[config.mk]
export PLATFORM = sky130hd
export DESIGN_NAME = trb_ctrl
export DESIGN_NICKNAME = d
export VERILOG_FILES = /design/src/rtl/trb_pkg.sv /design/src/rtl/trb_ctrl.sv
export SDC_FILE = /design/constraint.sdc
export NUM_CORES = 1
export LEC_CHECK = 0
export BUFFER_PORTS_ARGS = -buffer_cell sky130_fd_sc_hd__buf_2
export CORE_MARGIN = 5
export CORE_UTILIZATION = 44
export CTS_CLUSTER_SIZE = 12
export DETAILED_ROUTE_END_ITERATION = 10
export PLACE_DENSITY = 0.75
export RECOVER_POWER = 50
export SLEW_MARGIN = 40
export SYNTH_ARGS = -nofsm -noshare
export SYNTH_HDL_FRONTEND = slang
export SYNTH_SLANG_ARGS = --single-unit
export TNS_END_PERCENT = 5
[constraint.sdc]
create_clock -name i_clk -period 12.6 [get_ports i_clk]
set_input_delay 2.52 -clock i_clk [delete_from_list [all_inputs] [get_ports i_clk]]
set_output_delay 2.52 -clock i_clk [all_outputs]
set_load 0.03 [all_outputs]
[src/rtl/trb_pkg.sv]
package trb_pkg;

    // Default sizing, handed to the top level as parameter defaults
    localparam int TRB_DEPTH        = 1024;
    localparam int TRB_CHANNELS     = 4;
    localparam int TRB_PAYLOAD_BITS = 64;
    localparam int TRB_TIME_BITS    = 32;

    // Fixed port widths
    localparam int OP_W           = 2;
    localparam int CH_PORT_W      = 2;
    localparam int TIME_PORT_W    = 32;
    localparam int PAYLOAD_PORT_W = 64;
    localparam int STATUS_W       = 3;

    // Operation codes
    localparam logic [OP_W-1:0] OP_RECORD = 2'd0;
    localparam logic [OP_W-1:0] OP_PLAY   = 2'd1;
    localparam logic [OP_W-1:0] OP_CLEAR  = 2'd2;

    // Result status codes
    localparam logic [STATUS_W-1:0] ST_ACCEPTED = 3'd0;
    localparam logic [STATUS_W-1:0] ST_WITHIN   = 3'd1;
    localparam logic [STATUS_W-1:0] ST_PAST_END = 3'd2;
    localparam logic [STATUS_W-1:0] ST_NO_FRAME = 3'd3;
    localparam logic [STATUS_W-1:0] ST_DROPPED  = 3'd4;

    typedef enum logic [3:0] {
        S_IDLE,
        S_START,
        S_REC_CHK,
        S_REC_END,
        S_PLAY_LAST,
        S_UP_CHK,
        S_DN_RD,
        S_DN_CHK,
        S_FIN,
        S_OUT
    } t_state;

    typedef struct packed {
        logic rd_en;
        logic wr_en;
    } t_mem_ctl;

endpackage

[src/rtl/trb_ctrl.sv]
module trb_ctrl #(
    parameter int DEPTH    = 1024,
    parameter int CHANNELS = 4,
    parameter int TW       = 32,
    parameter int PB       = 64,
    parameter int CH_W     = 2,
    parameter int IDX_W    = 10
) (
    input  logic                                   i_clk,
    input  logic                                   i_rst_n,
    input  logic                                   i_valid,
    input  logic [trb_pkg::OP_W-1:0]               i_operation,
    input  logic [trb_pkg::CH_PORT_W-1:0]          i_channel,
    input  logic [trb_pkg::TIME_PORT_W-1:0]        i_timestamp,
    input  logic [trb_pkg::PAYLOAD_PORT_W-1:0]     i_payload_in,
    output logic                                   o_stall,
    output trb_pkg::t_mem_ctl                      o_mem_ctl,
    output logic [CH_W+IDX_W-1:0]                  o_rd_addr,
    output logic [CH_W+IDX_W-1:0]                  o_wr_addr,
    output logic [TW-1:0]                          o_wr_time,
    output logic [PB-1:0]                          o_wr_payload,
    input  logic [TW-1:0]                          i_rd_time,
    input  logic [PB-1:0]                          i_rd_payload,
    input  logic                                   i_out_free,
    output logic                                   o_load,
    output logic [trb_pkg::STATUS_W-1:0]           o_res_status,
    output logic [trb_pkg::TIME_PORT_W-1:0]        o_res_time,
    output logic [trb_pkg::PAYLOAD_PORT_W-1:0]     o_res_payload
);
    import trb_pkg::*;

    localparam int CNT_W = $clog2(DEPTH + 1);
    localparam int CUR_W = CNT_W + 1;
    localparam logic signed [CUR_W-1:0] C_ZERO = 0;
    localparam logic signed [CUR_W-1:0] C_ONE  = 1;
    localparam logic signed [CUR_W-1:0] C_TWO  = 2;

    t_state r_state, n_state;

    logic [OP_W-1:0]  r_op;
    logic [CH_W-1:0]  r_ch;
    logic             r_ch_ok;
    logic [TW-1:0]    r_t;
    logic [PB-1:0]    r_p;

    logic [CNT_W-1:0]        r_n, n_n;
    logic signed [CUR_W-1:0] r_s, n_s;
    logic signed [CUR_W-1:0] r_ic, n_ic;
    logic                    r_le, n_le;

    logic [CNT_W-1:0]        r_count [CHANNELS];
    logic signed [CUR_W-1:0] r_cursor [CHANNELS];

    logic [STATUS_W-1:0]       r_res_status, n_res_status;
    logic [TIME_PORT_W-1:0]    r_res_time, n_res_time;
    logic [PAYLOAD_PORT_W-1:0] r_res_payload, n_res_payload;
    logic                      res_we;

    logic [CNT_W-1:0]        cnt_sel;
    logic signed [CUR_W-1:0] cur_sel, s_sig, clamped;
    logic signed [CUR_W-1:0] rd_pos;
    logic                    count_we, clear_all, cursor_we;
    logic [CNT_W-1:0]        count_wdata;

    logic is_rec, is_play, is_clear;
    logic rec_hit, up_hit, dn_hit;

    assign is_clear = (r_op == OP_CLEAR);
    assign is_rec   = (r_op == OP_RECORD) && r_ch_ok;
    assign is_play  = (r_op == OP_PLAY) && r_ch_ok;

    assign cnt_sel = r_count[r_ch];
    assign cur_sel = r_cursor[r_ch];
    assign s_sig   = $signed({1'b0, cnt_sel});
    assign clamped = (cur_sel > s_sig - C_ONE) ? (s_sig - C_ONE) : cur_sel;

    assign rec_hit = (i_rd_time >= r_t);
    assign up_hit  = (i_rd_time <= r_t);
    assign dn_hit  = (i_rd_time > r_t);

    assign o_stall      = (r_state != S_IDLE) || !i_rst_n;
    assign o_rd_addr    = {r_ch, rd_pos[IDX_W-1:0]};
    assign o_wr_addr    = {r_ch, r_n[IDX_W-1:0]};
    assign o_wr_time    = r_t;
    assign o_wr_payload = r_p;
    assign o_load        = (r_state == S_OUT) && i_out_free;
    assign o_res_status  = r_res_status;
    assign o_res_time    = r_res_time;
    assign o_res_payload = r_res_payload;

    // next state
    always_comb begin
        n_state = r_state;
        case (r_state)
            S_IDLE: begin
                if (i_valid) n_state = S_START;
            end
            S_START: begin
                if (is_rec) begin
                    n_state = (cnt_sel == '0) ? S_REC_END : S_REC_CHK;
                end else if (is_play) begin
                    n_state = (s_sig < C_TWO) ? S_OUT : S_PLAY_LAST;
                end else begin
                    n_state = S_OUT;
                end
            end
            S_REC_CHK: begin
                if (!rec_hit || r_n == CNT_W'(1)) n_state = S_REC_END;
            end
            S_REC_END:   n_state = S_OUT;
            S_PLAY_LAST: begin
                n_state = (r_ic + C_ONE < r_s - C_ONE) ? S_UP_CHK : S_DN_RD;
            end
            S_UP_CHK: begin
                if (!up_hit || !(r_ic + C_TWO < r_s - C_ONE)) n_state = S_DN_RD;
            end
            S_DN_RD: begin
                if (r_ic > C_ZERO)       n_state = S_DN_CHK;
                else if (r_ic == C_ZERO) n_state = S_FIN;
                else                     n_state = S_OUT;
            end
            S_DN_CHK: begin
                if (!dn_hit)                   n_state = S_OUT;
                else if (r_ic - C_ONE == C_ZERO) n_state = S_FIN;
            end
            S_FIN: n_state = S_OUT;
            S_OUT: begin
                if (i_out_free) n_state = S_IDLE;
            end
            default: n_state = S_IDLE;
        endcase
    end

    // datapath and memory control
    always_comb begin
        o_mem_ctl     = '0;
        rd_pos        = C_ZERO;
        n_n           = r_n;
        n_s           = r_s;
        n_ic          = r_ic;
        n_le          = r_le;
        n_res_status  = r_res_status;
        n_res_time    = r_res_time;
        n_res_payload = r_res_payload;
        res_we        = 1'b0;
        count_we      = 1'b0;
        count_wdata   = r_n;
        clear_all     = 1'b0;
        cursor_we     = 1'b0;
        case (r_state)
            S_START: begin
                res_we        = 1'b1;
                n_res_time    = '0;
                n_res_payload = '0;
                n_res_status  = ST_NO_FRAME;
                if (is_clear) begin
                    clear_all    = 1'b1;
                    n_res_status = ST_ACCEPTED;
                end else if (is_rec) begin
                    n_n             = cnt_sel;
                    rd_pos          = s_sig - C_ONE;
                    o_mem_ctl.rd_en = (cnt_sel != '0);
                end else if (is_play) begin
                    n_s             = s_sig;
                    n_ic            = clamped;
                    rd_pos          = s_sig - C_ONE;
                    o_mem_ctl.rd_en = !(s_sig < C_TWO);
                end
            end
            S_REC_CHK: begin
                if (rec_hit) begin
                    n_n             = r_n - CNT_W'(1);
                    rd_pos          = $signed({1'b0, r_n}) - C_TWO;
                    o_mem_ctl.rd_en = (r_n != CNT_W'(1));
                end
            end
            S_REC_END: begin
                res_we   = 1'b1;
                count_we = 1'b1;
                if (r_n >= CNT_W'(DEPTH)) begin
                    n_res_status = ST_DROPPED;
                    count_wdata  = r_n;
                end else begin
                    n_res_status    = ST_ACCEPTED;
                    count_wdata     = r_n + CNT_W'(1);
                    o_mem_ctl.wr_en = 1'b1;
                end
            end
            S_PLAY_LAST: begin
                n_le            = (r_t <= i_rd_time);
                rd_pos          = r_ic + C_ONE;
                o_mem_ctl.rd_en = (r_ic + C_ONE < r_s - C_ONE);
            end
            S_UP_CHK: begin
                if (up_hit) begin
                    n_ic            = r_ic + C_ONE;
                    rd_pos          = r_ic + C_TWO;
                    o_mem_ctl.rd_en = (r_ic + C_TWO < r_s - C_ONE);
                end
            end
            S_DN_RD: begin
                rd_pos          = r_ic;
                o_mem_ctl.rd_en = (r_ic >= C_ZERO);
            end
            S_DN_CHK: begin
                if (dn_hit) begin
                    n_ic            = r_ic - C_ONE;
                    rd_pos          = r_ic - C_ONE;
                    o_mem_ctl.rd_en = 1'b1;
                end else begin
                    res_we        = 1'b1;
                    n_res_status  = r_le ? ST_WITHIN : ST_PAST_END;
                    n_res_time    = TIME_PORT_W'(i_rd_time);
                    n_res_payload = PAYLOAD_PORT_W'(i_rd_payload);
                end
            end
            S_FIN: begin
                res_we        = 1'b1;
                n_res_status  = r_le ? ST_WITHIN : ST_PAST_END;
                n_res_time    = TIME_PORT_W'(i_rd_time);
                n_res_payload = PAYLOAD_PORT_W'(i_rd_payload);
            end
            S_OUT: begin
                // cursor keeps the clamp even when play finds no frame
                cursor_we = is_play && i_out_free;
            end
            default: begin
            end
        endcase
    end

    always_ff @(posedge i_clk) begin
        if (!i_rst_n) begin
            r_state <= S_IDLE;
            for (int i = 0; i < CHANNELS; i++) begin
                r_count[i]  <= '0;
                r_cursor[i] <= C_ZERO;
            end
        end else begin
            r_state <= n_state;
            if (clear_all) begin
                for (int i = 0; i < CHANNELS; i++) begin
                    r_count[i]  <= '0;
                    r_cursor[i] <= C_ZERO;
                end
            end
            if (count_we)  r_count[r_ch]  <= count_wdata;
            if (cursor_we) r_cursor[r_ch] <= r_ic;
        end
    end

    always_ff @(posedge i_clk) begin
        if (r_state == S_IDLE && i_valid) begin
            r_op    <= i_operation;
            r_ch    <= CH_W'(i_channel);
            r_ch_ok <= (32'(i_channel) < CHANNELS);
            r_t     <= TW'(i_timestamp);
            r_p     <= PB'(i_payload_in);
        end
        r_n  <= n_n;
        r_s  <= n_s;
        r_ic <= n_ic;
        r_le <= n_le;
        if (res_we) begin
            r_res_status  <= n_res_status;
            r_res_time    <= n_res_time;
            r_res_payload <= n_res_payload;
        end
    end

endmodule

# Yosys cells after proc, flatten, opt, wreduce, memory -nomap -nowiden
# Memories as Yosys holds them, arrays and structs flattened. A register that Yosys moved wholly into a read port is not among the register bits.
# Index checks and enable logic that the tools add are counted.
[op_classes]
order_cmp = 11
n_eq_ne = 26
n_reduce_logical = 32
mux = 84
addsub = 8
n_bitwise = 10
[op_table]
columns = ["operator", "n"]
rows = [
  ["64-bit one-hot mux with 3 select lines", 1],
  ["12-bit 2-to-1 mux", 11],
  ["11-bit 2-to-1 mux", 10],
  ["32-bit one-hot mux with 3 select lines", 1],
  ["32-bit <= comparator", 2],
  ["64-bit 2-to-1 mux", 1],
  ["10-bit 2-to-1 mux", 6],
  ["10-bit one-hot mux with 6 select lines", 1],
  ["4-bit 2-to-1 mux", 10],
  ["12-bit one-hot mux with 3 select lines", 1],
  ["4-bit one-hot mux with 9 select lines", 1],
  ["32-bit greater-or-equal comparator", 1],
  ["32-bit > comparator", 1],
  ["32-bit 2-to-1 mux", 1],
  ["1-bit 2-to-1 mux", 27],
  ["12-bit zero test", 2],
  ["12-bit < comparator", 2],
  ["2-bit inequality test (second input constant)", 12],
  ["11-bit by 1-bit subtractor with 12-bit output (second input constant)", 2],
  ["11-bit one-hot mux with 2 select lines", 1],
  ["4-bit by 3-bit == test with 1-bit output (second input constant)", 4],
  ["2-bit 2-to-1 mux", 7],
  ["12-bit by 2-bit adder with 12-bit output (second input constant)", 1],
  ["12-bit by 3-bit adder with 12-bit output (second input constant)", 1],
  ["other kinds (41)", 64],
]
[word_totals]
wordCells = 185
n_memories = 2
register_bits = 238
ramBits = 92
inputBits = 200
[mem_list]
columns = ["name", "depth", "word_bits", "read_ports", "rd_clocked_by_memory_dff", "wr", "line_no", "rtl"]
rows = [
  ["r_cursor", 4, 12, 1, 1, 4, "trb_ctrl.sv:52", "logic signed [CUR_W-1:0] r_cursor [CHANNELS];"],
  ["r_count", 4, 11, 1, 1, 4, "trb_ctrl.sv:51", "logic [CNT_W-1:0] r_count [CHANNELS];"],
]

# Logic depth before layout (Yosys ltp)
[depth]
ltp_word = 8
mapped_depth = 19
depth_no_buf = 16

# Least setup slack after synthesis
# Ideal clock, no wire load.
[synth_path]
kind = "input to register"
startpoint = "in i_rd_time[26]"
endpoint = "reg r_res_payload[0] (netlist: o_res_payload[0]) (enable)"
t_arrival_ns = 8.770
setup_ns = 0.582
slack_ns = 3.247
path_stages = 9
path_cell_list = "inv_1 > ha_1 > and4_1 > nor4b_1 > nand2_1 > a41o_1 > and4_1 > clkbuf_1 > a21oi_1"
[synth_between]
elab_chain_cells = 4
[synth_rtl]
columns = ["item", "line_no", "rtl"]
rows = [
  ["start, declared", "trb_ctrl.sv:22", "input logic [TW-1:0] i_rd_time,"],
  ["32-bit > comparator (*)", "trb_ctrl.sv:79", "assign dn_hit = (i_rd_time > r_t);"],
  ["1-bit 2-to-1 mux", "trb_ctrl.sv:206", "if (dn_hit) begin"],
  ["1-bit one-hot mux with 2 select lines", "trb_ctrl.sv:150", "case (r_state)"],
  ["3-bit AND reduction (no source line) (*)", "-", ""],
  ["end signal, assigned", "trb_ctrl.sv:267", "r_res_payload <= n_res_payload;"],
  ["end, declared", "trb_ctrl.sv:56", "logic [PAYLOAD_PORT_W-1:0] r_res_payload, n_res_payload;"],
]
# Every way passes the cells marked *; elsewhere a longest branch is shown, timed or not.
# A chain may end at the register's enable or synchronous reset.

==> flow_metrics.tcl <==
set metrics [dict create \
    drc 0 \
    yosys.area.top_type "edfxtp_1" \
    start_kind "input port" \
    peakVddDrop_mv 0.200 \
    hpwl_um 39000 \
    cap_violations 3 \
    cts_resized 0 \
    nets 1957 \
    outcome "finished, violations left" \
    synth_edf_count 326 \
    first_pass_iters 6 \
    worst_pin_slew_ns 4.23 \
    synth.ff_latch_count 332 \
    post-route-period-util_pct 66.2 \
    num_vias 12000 \
    grt_setup_unrepaired "no" \
    numCtsBuffers 37 \
    hold_violations 0 \
    port_buffers 422 \
    synth.net_count 1561 \
    routedWlPerCell_um 23.7 \
    yosys_warnings 0 \
    fill_cells 3182 \
    root_buffer "clkbuf_16" \
    synthArstFlopShare_pct 0 \
    floorplan.rows 70 \
    htreeDepth 2 \
    fin_tns_setup_ns 0 \
    pin_count 423 \
    power_density_mw_per_mm2 254 \
    hp-class "reg -> reg" \
    drive_above_1_share_pct 21.6 \
    p_leak_nw 7.62 \
    min_period_ns 8.34 \
    synth_area_leaders "edfxtp_1 60%, ha_1 6.1%, mux4_2 3.2%" \
    violations "capacitance limit, slew limit" \
    place.gp.congestion 0.952 \
    die_height_um 202 \
    dieArea_sq_mm 0.0409 \
    cts_sinks 332 \
    ant_nets 0 \
    critical_path_class "in -> out" \
    initial_core_util_pct 44.5 \
    syn_area_sq_mm 0.0162 \
    cp-end-kind "primary output" \
    core-area_sq_mm 0.0365 \
    netlist_instances 1282 \
    post_cts_buffers 0 \
    postCtsHoldBufs 0 \
    setup_viol 0 \
    slew_violations 187 \
    syn_to_final_growth_pct 21.0 \
    dp_cells 2107 \
    drt_iter0_drc 1171 \
    finalNonFillerCells 2169 \
    vias_per_cell 5.54 \
    slew-limit-headroom_pct -182 \
    grt_pass1_wl_um 75400 \
    synth_area_per_cell_sq_um 12.7 \
    drt_wl_total_um 51400 \
    clockBufferDepth 3 \
    cts_tree "built" \
    grt_usage_pct 24.3 \
    finalClockSkew_ns 0.0152 \
    grt_pass1_vias 11900 \
    clk_pin_slew_ns 0.06 \
    cp_data_required_time_ns 10.08 \
    synth_top_area_share_pct 60.3 \
    die_x_um 202 \
    yosys.cell_types.count 65 \
    gr-total-overflow 0 \
    max_freq_ghz 0.120 \
    cp.arrival_ns 5.82 \
    grt_max_degree 85 \
    ys.flop_type "edfxtp_1" \
    seq_area_frac_synth_pct 61.0 \
    worstSkewPairLatency_ns 0.54 \
    path_max_fanout 8 \
    antenna_found_initial 3 \
]
[cell usage after synthesis (24+ instances only)]
| library cell | number |
|---|---|
| edfxtp_1 | 326 |
| a21oi_1 | 36 |
| and2_1 | 41 |
| inv_1 | 65 |
| nor3_1 | 24 |
| xnor2_1 | 37 |
| nand2_1 | 80 |
| nand3_1 | 24 |
| o21ai_0 | 44 |
| clkbuf_1 | 56 |
| ha_1 | 79 |
| nor2b_1 | 80 |
| xor2_1 | 37 |
| nor2_1 | 115 |
[cell families (layout without fill, tap and decap cells)]
group | count (synthesis) | in the layout | synth area share, %
simple gates | 449 | 449 | 14.2
xor+xnor | 74 | 74 | 3.99
mux | 44 | 44 | 4.51
buf+inv | 142 | 558 | 3.63
flops | 332 | 332 | 61.0
compound gates | 162 | 162 | 6.56
fa+ha+maj | 79 | 79 | 6.09
other cells | 0 | 3 | 0
[where the power goes]
part	total [mW]	switching (mW)	internal (mW)
logic	2.10	1.52	0.587
registers	1.87	0.204	1.67
clock network	1.02	0.433	0.583
[layout by cell type (no fill, tap or decap), drive strengths merged, types with 23 or more instances in the layout]
cell,count
ha,79
edfxtp,326
buf,281
nor2,115
xnor2,37
nor3,24
nor2b,80
nand3,24
and2,41
o21ai,45
mux4,23
a21oi,37
xor2,37
clkbuf,200
nand2,80
inv,67
[through the flow]
stage          hold WS [ns]  cell area (sq um)  power (mW)  utilization (%)  setup slack [ns]
5_1_grt               0.708              19700        5.23             53.8              4.04
6_report              0.682              19700        4.99             53.8              4.26
3_3_place_gp          0.656              18700        3.94             51.2              4.16
3_5_place_dp          0.670              18700        4.00             51.3              4.28
2_1_floorplan         0.564              16200        3.30                -              3.25
4_1_cts               0.694              19800        5.03             54.3              4.27
[flip-flops by register name, indices dropped and copies added (netlist names), named ones only]
register	flops
o_wr_payload	64
r_le	1
r_state	4
r_cursor	48
o_res_payload	64
r_ic	12
o_wr_time	32
r_s	11
r_ch	2
r_n	11
o_res_status	3
r_op	2
r_count	44
o_res_time	32
[final timing paths]
check | slack (ns) | to | cells after the start | start
worst max register to register | 6.71 | r_ic[8]$_DFFE_PP_ | 17 | flip-flop
worst min register to register | 0.68 | o_res_status[1]$_DFFE_PP_ | 1 | r_le$_DFFE_PP_
worst max-delay path | 4.26 | o_mem_ctl[1] | 12 | i_rd_time[25]
worst min-delay path | 0.68 | o_res_status[1]$_DFFE_PP_ | 1 | r_le$_DFFE_PP_
[layer usage]
metal | GRT usage (%) | share of wire (%)
met3 | 6.59 | 9.8
met2 | 41.2 | 49
met1 | 31.0 | 38
met5 | 0 | 0
met4 | 6.84 | 2.7
[critical path, cell delays in order]
cell	delay, ns
buf_2	0.07
inv_1	0.05
ha_1	0.29
and4_1	0.21
nor4b_1	0.43
nand2_1	0.19
a41o_1	0.28
a21boi_0	0.51
inv_1	0.13
a32oi_1	0.63
nand3_1	0.26
buf_2	0.24
[cell type report]
class	instances	area (sq um)	share of cell area (%)
Antenna cell	3	7.51	0.0382
Clock buffer	47	963	4.90
Clock inverter	12	135	0.688
Inverter	65	245	1.25
Multi-Input combinational cell	808	5780	29.4
Sequential cell	332	9910	50.4
Tap cell	468	586	2.98
Timing Repair Buffer	434	2030	10.3
Power figures use the tool's default switching activity.
